`src/iir_df1_pkg.sv`:
```
// Shared constants, types and microcode table of the direct form one IIR filter.
package iir_df1_pkg;

   localparam int SAMPLE_W     = 16;
   localparam int COEF_W       = 18;
   localparam int A0_W         = 17;
   localparam int HIST_W       = 32;
   localparam int PROD_W       = COEF_W + HIST_W;
   localparam int ACC_W        = 54;
   localparam int DIV_STEPS    = ACC_W / 2;
   localparam int DCNT_W       = $clog2(DIV_STEPS);
   localparam int COEF_TAPS    = 4;
   localparam int TAP_W        = 2;
   localparam int NUM_TAPS_DEF = 4;
   localparam int DEN_TAPS_DEF = 4;
   localparam int CSR_ADDR_W   = 5;
   localparam int CSR_DATA_W   = 32;
   localparam int PC_W         = 4;

   typedef logic signed [SAMPLE_W-1:0] sample_type;
   typedef logic [PC_W-1:0]            pc_type;

   typedef enum logic [3:0] {
      OP_NOP,
      OP_START,
      OP_MUL_FF,
      OP_ACC_ADD,
      OP_FB_INIT,
      OP_MUL_FB,
      OP_ACC_SUB,
      OP_DIV_INIT,
      OP_DIV_STEP,
      OP_FINISH
   } op_type;

   typedef enum logic [2:0] {
      COND_NEVER,
      COND_NO_REQ,
      COND_FF_MORE,
      COND_FB_NONE,
      COND_FB_MORE,
      COND_DIV_MORE,
      COND_OUT_BUSY
   } cond_type;

   typedef enum logic [2:0] {
      REG_B0,
      REG_B1,
      REG_B2,
      REG_B3,
      REG_A0,
      REG_A1,
      REG_A2,
      REG_A3
   } csr_reg_type;

   typedef struct packed {
      op_type   op;
      cond_type cond;
      pc_type   target;
      logic     last;
   } uword_type;

   typedef struct packed {
      logic req_valid;
      logic ff_more;
      logic fb_none;
      logic fb_more;
      logic div_more;
      logic out_busy;
   } cond_flags_type;

   localparam pc_type PC_WAIT     = 4'd0;
   localparam pc_type PC_FF_MUL   = 4'd1;
   localparam pc_type PC_FF_ACC   = 4'd2;
   localparam pc_type PC_FB_INIT  = 4'd3;
   localparam pc_type PC_FB_MUL   = 4'd4;
   localparam pc_type PC_FB_ACC   = 4'd5;
   localparam pc_type PC_DIV_INIT = 4'd6;
   localparam pc_type PC_DIV      = 4'd7;
   localparam pc_type PC_FINISH   = 4'd8;

   // Control store: a taken condition jumps to target, else fall through
   // (or back to the top after the last word).
   function automatic uword_type ucode(input pc_type pc);
      uword_type w;
      unique case (pc)
         PC_WAIT:     w = '{OP_START,    COND_NO_REQ,   PC_WAIT,     1'b0};
         PC_FF_MUL:   w = '{OP_MUL_FF,   COND_NEVER,    PC_WAIT,     1'b0};
         PC_FF_ACC:   w = '{OP_ACC_ADD,  COND_FF_MORE,  PC_FF_MUL,   1'b0};
         PC_FB_INIT:  w = '{OP_FB_INIT,  COND_FB_NONE,  PC_DIV_INIT, 1'b0};
         PC_FB_MUL:   w = '{OP_MUL_FB,   COND_NEVER,    PC_WAIT,     1'b0};
         PC_FB_ACC:   w = '{OP_ACC_SUB,  COND_FB_MORE,  PC_FB_MUL,   1'b0};
         PC_DIV_INIT: w = '{OP_DIV_INIT, COND_NEVER,    PC_WAIT,     1'b0};
         PC_DIV:      w = '{OP_DIV_STEP, COND_DIV_MORE, PC_DIV,      1'b0};
         PC_FINISH:   w = '{OP_FINISH,   COND_OUT_BUSY, PC_FINISH,   1'b1};
         default:     w = '{OP_NOP,      COND_NEVER,    PC_WAIT,     1'b1};
      endcase
      return w;
   endfunction

endpackage

```
`src/iir_df1_req_if.sv`:
```
// Input sample channel of the IIR filter.
interface iir_df1_req_if import iir_df1_pkg::*; ();
   logic       valid;
   logic       ready;
   sample_type sample_in;

   modport source (output valid, output sample_in, input ready);
   modport sink (input valid, input sample_in, output ready);
endinterface

```
`src/iir_df1_rsp_if.sv`:
```
// Output sample channel of the IIR filter.
interface iir_df1_rsp_if import iir_df1_pkg::*; ();
   logic       valid;
   logic       ready;
   sample_type sample_out;
   logic       clipped;

   modport source (output valid, output sample_out, output clipped, input ready);
   modport sink (input valid, input sample_out, input clipped, output ready);
endinterface

```
`src/iir_filter_direct_form_one.sv`:
```
// Direct form one IIR filter: CSR bank, shared MAC and divider datapath, sequencer.
//
// One signed 16-bit sample in, one saturated 16-bit sample plus clip flag out.
// y = (sum b_k*x[n-k] - sum a_k*y[n-k]) / a0, quotient truncated toward zero,
// held saturated to 32 bits in the feedback history. A microcoded sequencer
// drives one 18x32 multiplier (multiply, then accumulate, for each tap) and a
// restoring divider that retires two quotient bits per cycle. A new sample is
// taken while the previous result still waits in the output register; the
// block stalls at its last step only if that result is still unclaimed.
// Coefficients are to be written over the APB port only while idle; the block
// itself does not enforce this. An a0 of zero acts as one.
module iir_filter_direct_form_one import iir_df1_pkg::*; #(
   parameter int NUM_TAPS = NUM_TAPS_DEF,
   parameter int DEN_TAPS = DEN_TAPS_DEF
) (
   input  logic                  clock,
   input  logic                  reset,
   iir_df1_req_if.sink           req,
   iir_df1_rsp_if.source         rsp,
   input  logic                  psel,
   input  logic                  penable,
   input  logic                  pwrite,
   input  logic [CSR_ADDR_W-1:0] paddr,
   input  logic [CSR_DATA_W-1:0] pwdata,
   output logic [CSR_DATA_W-1:0] prdata,
   output logic                  pready
);

   localparam int IN_IDX_W  = (NUM_TAPS > 1) ? $clog2(NUM_TAPS) : 1;
   localparam int OUT_IDX_W = (DEN_TAPS > 1) ? $clog2(DEN_TAPS) : 1;
   localparam int FF_TERMS  = (NUM_TAPS < COEF_TAPS) ? NUM_TAPS : COEF_TAPS;
   localparam int FB_TERMS  = ((DEN_TAPS < COEF_TAPS) ? DEN_TAPS : COEF_TAPS) - 1;

   op_type         op;
   cond_flags_type flags;

   logic [COEF_W-1:0]     coef_b_ff [COEF_TAPS];
   logic [COEF_W-1:0]     coef_b_in [COEF_TAPS];
   logic [COEF_W-1:0]     coef_a_ff [COEF_TAPS-1];
   logic [COEF_W-1:0]     coef_a_in [COEF_TAPS-1];
   logic [A0_W-1:0]       coef_a0_ff, coef_a0_in;

   sample_type            in_hist_ff [NUM_TAPS];
   sample_type            in_hist_in [NUM_TAPS];
   logic [HIST_W-1:0]     out_hist_ff [DEN_TAPS];
   logic [HIST_W-1:0]     out_hist_in [DEN_TAPS];
   logic [IN_IDX_W-1:0]   in_slot_ff, in_slot_in, in_idx_ff, in_idx_in;
   logic [OUT_IDX_W-1:0]  out_slot_ff, out_slot_in, out_idx_ff, out_idx_in;
   logic [TAP_W-1:0]      tap_ff, tap_in;

   logic signed [PROD_W-1:0] prod_ff, prod_in;
   logic signed [ACC_W-1:0]  acc_ff, acc_in;
   logic [ACC_W-1:0]         quo_ff, quo_in;
   logic [A0_W-1:0]          rem_ff, rem_in, div_ff, div_in;
   logic                     neg_ff, neg_in;
   logic [DCNT_W-1:0]        dcnt_ff, dcnt_in;

   logic                  rsp_valid_ff, rsp_valid_in;
   sample_type            sample_out_ff, sample_out_in;
   logic                  clipped_ff, clipped_in;

   logic                  csr_wr;
   csr_reg_type           csr_idx;
   logic                  out_busy;
   logic [TAP_W-1:0]      a_idx;
   logic signed [COEF_W-1:0] mul_c;
   logic signed [HIST_W-1:0] mul_d;
   sample_type            x_cur;
   logic signed [ACC_W-1:0]  prod_ext;
   logic [A0_W:0]         rs1, rs2, dsub, r1, r2;
   logic                  b1, b2;
   logic signed [ACC_W-1:0]  q_full;
   logic [HIST_W-1:0]     q32;
   logic                  ovf32, ovf16;
   sample_type            q16;

   iir_df1_seq u_seq (
      .clock (clock),
      .reset (reset),
      .flags (flags),
      .op    (op)
   );

   assign csr_wr   = psel & penable & pwrite;
   assign csr_idx  = csr_reg_type'(paddr[CSR_ADDR_W-1:2]);
   assign pready   = 1'b1;
   assign out_busy = rsp_valid_ff & !rsp.ready;

   assign req.ready      = (op == OP_START);
   assign rsp.valid      = rsp_valid_ff;
   assign rsp.sample_out = sample_out_ff;
   assign rsp.clipped    = clipped_ff;

   assign flags.req_valid = req.valid;
   assign flags.ff_more   = (tap_ff != TAP_W'(FF_TERMS - 1));
   assign flags.fb_none   = (FB_TERMS == 0);
   assign flags.fb_more   = (tap_ff != TAP_W'(FB_TERMS));
   assign flags.div_more  = (dcnt_ff != DCNT_W'(DIV_STEPS - 1));
   assign flags.out_busy  = out_busy;

   always_comb begin
      unique case (csr_idx)
         REG_B0: prdata = CSR_DATA_W'(coef_b_ff[0]);
         REG_B1: prdata = CSR_DATA_W'(coef_b_ff[1]);
         REG_B2: prdata = CSR_DATA_W'(coef_b_ff[2]);
         REG_B3: prdata = CSR_DATA_W'(coef_b_ff[3]);
         REG_A0: prdata = CSR_DATA_W'(coef_a0_ff);
         REG_A1: prdata = CSR_DATA_W'(coef_a_ff[0]);
         REG_A2: prdata = CSR_DATA_W'(coef_a_ff[1]);
         REG_A3: prdata = CSR_DATA_W'(coef_a_ff[2]);
      endcase
   end

   // Shared multiplier operands.
   always_comb begin
      a_idx = tap_ff - TAP_W'(1);
      x_cur = in_hist_ff[in_idx_ff];
      if (op == OP_MUL_FB) begin
         mul_c = $signed(coef_a_ff[a_idx]);
         mul_d = $signed(out_hist_ff[out_idx_ff]);
      end else begin
         mul_c = $signed(coef_b_ff[tap_ff]);
         mul_d = {{(HIST_W - SAMPLE_W){x_cur[SAMPLE_W-1]}}, x_cur};
      end
      prod_in  = mul_c * mul_d;
      prod_ext = {{(ACC_W - PROD_W){prod_ff[PROD_W-1]}}, prod_ff};
   end

   // Two restoring divide steps on the magnitude.
   always_comb begin
      dsub = {1'b0, div_ff};
      rs1  = {rem_ff, quo_ff[ACC_W-1]};
      b1   = (rs1 >= dsub);
      r1   = b1 ? (rs1 - dsub) : rs1;
      rs2  = {r1[A0_W-1:0], quo_ff[ACC_W-2]};
      b2   = (rs2 >= dsub);
      r2   = b2 ? (rs2 - dsub) : rs2;
   end

   // Sign restore and saturation to 32, then 16 bits.
   always_comb begin
      q_full = neg_ff ? -$signed(quo_ff) : $signed(quo_ff);
      ovf32  = !((&q_full[ACC_W-1:HIST_W-1]) || !(|q_full[ACC_W-1:HIST_W-1]));
      if (ovf32) begin
         q32 = q_full[ACC_W-1] ? {1'b1, {(HIST_W-1){1'b0}}} : {1'b0, {(HIST_W-1){1'b1}}};
      end else begin
         q32 = q_full[HIST_W-1:0];
      end
      ovf16 = !((&q32[HIST_W-1:SAMPLE_W-1]) || !(|q32[HIST_W-1:SAMPLE_W-1]));
      if (ovf16) begin
         q16 = q32[HIST_W-1] ? {1'b1, {(SAMPLE_W-1){1'b0}}} : {1'b0, {(SAMPLE_W-1){1'b1}}};
      end else begin
         q16 = q32[SAMPLE_W-1:0];
      end
   end

   always_comb begin
      coef_b_in     = coef_b_ff;
      coef_a_in     = coef_a_ff;
      coef_a0_in    = coef_a0_ff;
      in_hist_in    = in_hist_ff;
      out_hist_in   = out_hist_ff;
      in_slot_in    = in_slot_ff;
      in_idx_in     = in_idx_ff;
      out_slot_in   = out_slot_ff;
      out_idx_in    = out_idx_ff;
      tap_in        = tap_ff;
      acc_in        = acc_ff;
      quo_in        = quo_ff;
      rem_in        = rem_ff;
      div_in        = div_ff;
      neg_in        = neg_ff;
      dcnt_in       = dcnt_ff;
      rsp_valid_in  = rsp_valid_ff;
      sample_out_in = sample_out_ff;
      clipped_in    = clipped_ff;

      if (csr_wr) begin
         unique case (csr_idx)
            REG_B0: coef_b_in[0] = pwdata[COEF_W-1:0];
            REG_B1: coef_b_in[1] = pwdata[COEF_W-1:0];
            REG_B2: coef_b_in[2] = pwdata[COEF_W-1:0];
            REG_B3: coef_b_in[3] = pwdata[COEF_W-1:0];
            REG_A0: coef_a0_in   = pwdata[A0_W-1:0];
            REG_A1: coef_a_in[0] = pwdata[COEF_W-1:0];
            REG_A2: coef_a_in[1] = pwdata[COEF_W-1:0];
            REG_A3: coef_a_in[2] = pwdata[COEF_W-1:0];
         endcase
      end

      // Drop the result once the sink takes it.
      if (rsp.ready) begin
         rsp_valid_in = 1'b0;
      end

      unique case (op)
         OP_NOP: begin
         end
         OP_START: begin
            if (req.valid) begin
               in_hist_in[in_slot_ff] = req.sample_in;
               acc_in    = '0;
               tap_in    = '0;
               in_idx_in = in_slot_ff;
            end
         end
         OP_MUL_FF, OP_MUL_FB: begin
         end
         OP_ACC_ADD: begin
            acc_in    = acc_ff + prod_ext;
            tap_in    = tap_ff + TAP_W'(1);
            in_idx_in = (in_idx_ff == '0) ? IN_IDX_W'(NUM_TAPS - 1) : in_idx_ff - IN_IDX_W'(1);
         end
         OP_FB_INIT: begin
            tap_in     = TAP_W'(1);
            out_idx_in = (out_slot_ff == '0) ? OUT_IDX_W'(DEN_TAPS - 1)
                                             : out_slot_ff - OUT_IDX_W'(1);
         end
         OP_ACC_SUB: begin
            acc_in     = acc_ff - prod_ext;
            tap_in     = tap_ff + TAP_W'(1);
            out_idx_in = (out_idx_ff == '0) ? OUT_IDX_W'(DEN_TAPS - 1)
                                            : out_idx_ff - OUT_IDX_W'(1);
         end
         OP_DIV_INIT: begin
            neg_in  = acc_ff[ACC_W-1];
            quo_in  = acc_ff[ACC_W-1] ? $unsigned(-acc_ff) : $unsigned(acc_ff);
            rem_in  = '0;
            dcnt_in = '0;
            div_in  = (coef_a0_ff == '0) ? A0_W'(1) : coef_a0_ff;
         end
         OP_DIV_STEP: begin
            rem_in  = r2[A0_W-1:0];
            quo_in  = {quo_ff[ACC_W-3:0], b1, b2};
            dcnt_in = dcnt_ff + DCNT_W'(1);
         end
         OP_FINISH: begin
            // Hold everything while the previous result is unclaimed.
            if (!out_busy) begin
               out_hist_in[out_slot_ff] = q32;
               sample_out_in = q16;
               clipped_in    = ovf16;
               rsp_valid_in  = 1'b1;
               in_slot_in    = (in_slot_ff == IN_IDX_W'(NUM_TAPS - 1)) ? '0
                                                                      : in_slot_ff + IN_IDX_W'(1);
               out_slot_in   = (out_slot_ff == OUT_IDX_W'(DEN_TAPS - 1)) ? '0
                                                                        : out_slot_ff + OUT_IDX_W'(1);
            end
         end
         default: begin
         end
      endcase
   end

   always_ff @(posedge clock) begin
      if (reset) begin
         coef_b_ff    <= '{COEF_W'(1), COEF_W'(0), COEF_W'(0), COEF_W'(0)};
         coef_a_ff    <= '{default: '0};
         coef_a0_ff   <= A0_W'(1);
         in_hist_ff   <= '{default: '0};
         out_hist_ff  <= '{default: '0};
         in_slot_ff   <= '0;
         out_slot_ff  <= '0;
         rsp_valid_ff <= 1'b0;
      end else begin
         coef_b_ff    <= coef_b_in;
         coef_a_ff    <= coef_a_in;
         coef_a0_ff   <= coef_a0_in;
         in_hist_ff   <= in_hist_in;
         out_hist_ff  <= out_hist_in;
         in_slot_ff   <= in_slot_in;
         out_slot_ff  <= out_slot_in;
         rsp_valid_ff <= rsp_valid_in;
      end
   end

   // Payload and working registers: no reset needed.
   always_ff @(posedge clock) begin
      if (op == OP_MUL_FF || op == OP_MUL_FB) begin
         prod_ff <= prod_in;
      end
      in_idx_ff     <= in_idx_in;
      out_idx_ff    <= out_idx_in;
      tap_ff        <= tap_in;
      acc_ff        <= acc_in;
      quo_ff        <= quo_in;
      rem_ff        <= rem_in;
      div_ff        <= div_in;
      neg_ff        <= neg_in;
      dcnt_ff       <= dcnt_in;
      sample_out_ff <= sample_out_in;
      clipped_ff    <= clipped_in;
   end

endmodule

```
`src/iir_df1_seq.sv`:
```
// Microcode sequencer: step counter, control store lookup and conditional jumps.
module iir_df1_seq import iir_df1_pkg::*; (
   input  logic           clock,
   input  logic           reset,
   input  cond_flags_type flags,
   output op_type         op
);

   pc_type    pc_ff;
   pc_type    pc_in;
   uword_type uword;
   logic      taken;

   always_ff @(posedge clock) begin
      if (reset) begin
         pc_ff <= PC_WAIT;
      end else begin
         pc_ff <= pc_in;
      end
   end

   always_comb begin
      uword = ucode(pc_ff);
      unique case (uword.cond)
         COND_NEVER:    taken = 1'b0;
         COND_NO_REQ:   taken = !flags.req_valid;
         COND_FF_MORE:  taken = flags.ff_more;
         COND_FB_NONE:  taken = flags.fb_none;
         COND_FB_MORE:  taken = flags.fb_more;
         COND_DIV_MORE: taken = flags.div_more;
         COND_OUT_BUSY: taken = flags.out_busy;
         default:       taken = 1'b0;
      endcase
      if (taken) begin
         pc_in = uword.target;
      end else if (uword.last) begin
         pc_in = PC_WAIT;
      end else begin
         pc_in = pc_ff + PC_W'(1);
      end
      op = uword.op;
   end

endmodule
```
`src/flat_wrapper.sv`:
```
// flat-port wrapper written by rule: the top's interface ports become plain ports
module iir_filter_direct_form_one_flat import iir_df1_pkg::*;
#(
   parameter int NUM_TAPS = NUM_TAPS_DEF,
   parameter int DEN_TAPS = DEN_TAPS_DEF
)
  (clock, reset, psel, penable, pwrite, paddr, pwdata, prdata, pready, req_valid, req_sample_in, req_ready, rsp_valid, rsp_sample_out, rsp_clipped, rsp_ready);
  iir_df1_req_if req_i ();
  iir_df1_rsp_if rsp_i ();
  input  logic clock;
  input  logic reset;
  input  logic psel;
  input  logic penable;
  input  logic pwrite;
  input  logic [CSR_ADDR_W-1:0] paddr;
  input  logic [CSR_DATA_W-1:0] pwdata;
  output logic [CSR_DATA_W-1:0] prdata;
  output logic pready;
  input wire logic [$bits(req_i.valid)-1:0] req_valid;
  input wire logic [$bits(req_i.sample_in)-1:0] req_sample_in;
  output wire logic [$bits(req_i.ready)-1:0] req_ready;
  output wire logic [$bits(rsp_i.valid)-1:0] rsp_valid;
  output wire logic [$bits(rsp_i.sample_out)-1:0] rsp_sample_out;
  output wire logic [$bits(rsp_i.clipped)-1:0] rsp_clipped;
  input wire logic [$bits(rsp_i.ready)-1:0] rsp_ready;
  assign req_i.valid = req_valid;
  assign req_i.sample_in = req_sample_in;
  assign req_ready = req_i.ready;
  assign rsp_valid = rsp_i.valid;
  assign rsp_sample_out = rsp_i.sample_out;
  assign rsp_clipped = rsp_i.clipped;
  assign rsp_i.ready = rsp_ready;
  iir_filter_direct_form_one #(.NUM_TAPS(NUM_TAPS), .DEN_TAPS(DEN_TAPS)) u_core (.clock(clock), .reset(reset), .req(req_i), .rsp(rsp_i), .psel(psel), .penable(penable), .pwrite(pwrite), .paddr(paddr), .pwdata(pwdata), .prdata(prdata), .pready(pready));
endmodule
```
`config.mk`:
```
export PLATFORM = sky130hd
export DESIGN_NAME = iir_filter_direct_form_one_flat
export DESIGN_NICKNAME = d
export VERILOG_FILES = /design/src/iir_df1_pkg.sv /design/src/iir_df1_req_if.sv /design/src/iir_df1_rsp_if.sv /design/src/iir_filter_direct_form_one.sv /design/src/iir_df1_seq.sv /design/src/flat_wrapper.sv
export SDC_FILE = /design/constraint.sdc
export NUM_CORES = 2
export LEC_CHECK = 0
export BUFFER_PORTS_ARGS = -buffer_cell sky130_fd_sc_hd__buf_4
export CAP_MARGIN = 5
export CORE_ASPECT_RATIO = 0.6
export CORE_MARGIN = 2
export CORE_UTILIZATION = 65
export DETAILED_ROUTE_END_ITERATION = 10
export HOLD_SLACK_MARGIN = 0.1
export PLACE_DENSITY = 0.82
export SYNTH_ARGS = -nofsm -noshare
export SYNTH_HDL_FRONTEND = slang
export SYNTH_SLANG_ARGS = --single-unit
```
`constraint.sdc`:
```
create_clock -name clock -period 23 [get_ports clock]
set_input_delay 0 -clock clock [delete_from_list [all_inputs] [get_ports clock]]
set_output_delay 0 -clock clock [all_outputs]
set_load 0.01 [all_outputs]
```
==> metrics <==
LEAKAGE 23.44 nW; design area 55,460 µm²; Power, Total 4.314 mW; Clock Skew 0.03100 ns; vias in the first global route 42,460; Buf+Inv Stages, Crit Path 6; DRC errors left 0; Max-Slew Margin vs Limit 11.00%; placed cell area 53,280 µm²; WP depth 29; sequential share of power 32.4%; initial antenna violation count 6; vias per cell 6.315; routed len/inst 22.55 µm; final slew viol count 0; Clock Path Buffers 3; global routing usage on met3 16.86%; Max FO, Critical Path 39; ratio of final minimum period to clock period 46.77%; Worst-path clk slew 0.07 ns; WS Path Type reg -> reg; Critical-path top delay cell o21ai_1; setup_tns 0 ns; initial drt markers 6,263; Fillers 6,014; Pwr per Cell Area 77.79 nW/µm²; yosys warns 0; buffers added on ports 80; total congestion overflow 0; RSZ-0062 raised after global routing false; Num Clock Sinks 577; Die Y 222.9 µm; Post-synth EDFFs 221; multi-input logic area 34,170 µm²; register area 13,760 µm²; antenna viol nets, final 0; synth unique cells 86; GRT Total Usage 37.60%; Hold Crit Class in -> reg; R2R cell count 29; Synth top area share 21.44%; main area contributors after synthesis fa_1 21%, dfxtp_1 14%, edfxtp_1 13%; Layout area overhead 6.830%; CP required 23.37 ns; CTS Buf Count 51; total die area 82,220 µm²; clock share of power 21.7%; largest net degree at the start of global routing 108; Final Routed Wirelength 155.8 mm; nets 6,644; std cell rows 80; hold path cells 5; Psw 1.865 mW; top cells by count, synth 959 x nand2_1, 746 x inv_1, 556 x fa_1; Post-Place Setup Slack 12.57 ns; Sw Ratio 43.22%; WP data arrival 11.13 ns; CP max stage delay 1.06 ns; FFs w/ async S/R, synth 0%; Hold Fails Final Rpt 0; GR Util met2 51.81%; sequential fraction of the synthesis area 26.51%; Placeable Area 79,280 µm²; mean post-synth cell area 8.855 µm²; Worst Setup End Kind register; met1 Use GR 52.56%; Min Clock Period, post-route 10.76 ns; HPWL Detailed 115.0 mm; Root Driver clkbuf_16; Max Cap Viol 0; measured slew at the worst slew-check pin 1.326 ns; CTS H-tree lvls 2; Die Width 368.9 µm; Gate power share 45.9%; 1st-pass router iterations 7; count leader, synth nand2_1; post_cts resized 0; Critical Path Start Type register; layout cell share with drive strength beyond 1 7.087%; # IOs 112; delay-heaviest family, CP adder cells; setup violators final 0; post-synthesis register bit count 577; CTS tree yes; largest area contributor in the netlist fa_1; setup slack after layout 12.24 ns; Mapped Cells 5,863; most frequent cell on the critical path fa_1; mapped cell area 51,920 µm²; fmax 0.09297 GHz; Initial Util 65.49%; gr busiest metal met1; maximum vdd drop 66.92 µV; Antenna diodes 0; first-pass GRT wire length 240.0 mm; routability cong. 0.9773; total number of vias 43,620; Int Power 2.450 mW; status complete, no violations; Synth Flop Type dfxtp_1; Clock Latency Late Sink 0.64 ns
## state kept, by name, indices dropped and copies added (netlist names), 2 cells and up
signal,count
u_core.out_hist_ff,128
u_core.coef_b_ff,72
u_core.in_hist_ff,64
u_core.acc_ff,54
u_core.coef_a_ff,54
u_core.quo_ff,54
u_core.prod_ff,50
u_core.coef_a0_ff,17
u_core.div_ff,17
u_core.rem_ff,17
u_core.rsp.sample_out,16
u_core.u_seq.uword,12
u_core.dcnt_ff,5
u_core.u_seq.pc_ff,4
u_core.in_idx_ff,2
u_core.in_slot_ff,2
u_core.out_idx_ff,2
u_core.out_slot_ff,2
u_core.tap_ff,2
## power groups by stage
stage               clock network, mW  registers, mW  logic (mW)
floorplan                           0           1.35        1.36
global placement                    0           1.41        1.84
detailed placement                  0           1.41        1.89
CTS                             0.934           1.39        1.91
global route                    0.978           1.41        2.14
finish                          0.936           1.40        1.98
## layout make-up
cell class	instances	share of cell area [%]
multi-input combinational	4223	61.61
sequential	577	24.82
inverter	748	5.062
timing repair buffer	198	2.863
clock buffer	67	2.709
tap	1066	2.405
clock inverter	29	0.5369
## routing by layer
metal / vias up / wire length (µm)
li1: 19200 / -
met4: 10 / 5777
met3: 425 / 27450
met5: - / 72
met1: 21030 / 60280
met2: 2958 / 62190
## worst reg2reg max path, delay by kind of cell, from the launching register on
kind / cells / cell delay, ns
flops: 1 / 0.33
compound gates: 9 / 3.68
simple gates: 5 / 1.23
fa+ha+maj: 8 / 3.76
buf+inv: 6 / 1.42
xor+xnor: 1 / 0.12
## cells in the final DEF, fill, tap and decap left out, types with 36 or more instances in the layout
cell type      netlist  routed
a211oi_1            36      36
a21o_1              68      68
a21oi_1            405     401
a221o_1            100     100
buf_4               22     159
clkbuf_16            0      56
dfxtp_1            356     356
dlygate4sd3_1        0      38
edfxtp_1           221     221
fa_1               556     556
ha_1               229     229
inv_1              746     746
mux2_2              46      46
mux2i_1             65      65
mux4_2              59      59
nand2_1            959     958
nand2b_1            42      42
nand3_1             39      39
nor2_1             554     547
nor3_1              65      60
o21ai_0            188     184
o31ai_1             49      49
xnor2_1            144     144
xor2_1             137     137
## metrics by stage
step | hold WS [ns] | util [%] | cells
floorplan | 0.1360 | - | 5876
global placement | 0.2750 | 67.21 | 6774
detailed placement | 0.2802 | 67.21 | 6774
CTS | 0.1126 | 69.96 | 6908
global route | 0.1792 | 69.96 | 6908
finish | 0.1581 | 69.96 | 6908
## cell families (layout without fill, tap and decap cells)
kind of cell	after synthesis	count (layout)	share of synthesized area, %
adder cells (fa/ha/maj)	785	785	26.96
AO/OA/AOI/OAI	1071	1071	13.25
multiplexers	170	170	4.810
XOR/XNOR	282	282	4.794
AND/OR/NAND/NOR	1900	1900	15.63
buffers and inverters	1076	1042	8.030
flip-flops	577	577	26.51
other	2	15	0.01447
## what timing repair did
item,CTS,global route
endpoints found under the setup margin,0,0
hold endpoints to repair,247,0
buffers inserted,0,0
hold buffers,38,0
## final timing paths
kind,endpoint,slack (ns),start
max,u_core.prod_ff[49],12.24,u_core.tap_ff[0]
min,u_core.coef_a_ff[28],0.16,penable
max reg2reg,u_core.prod_ff[49],12.24,u_core.tap_ff[0]
min reg2reg,u_core.in_hist_ff[58],0.46,u_core.in_hist_ff[58]
(Power assumes the default switching activity.)
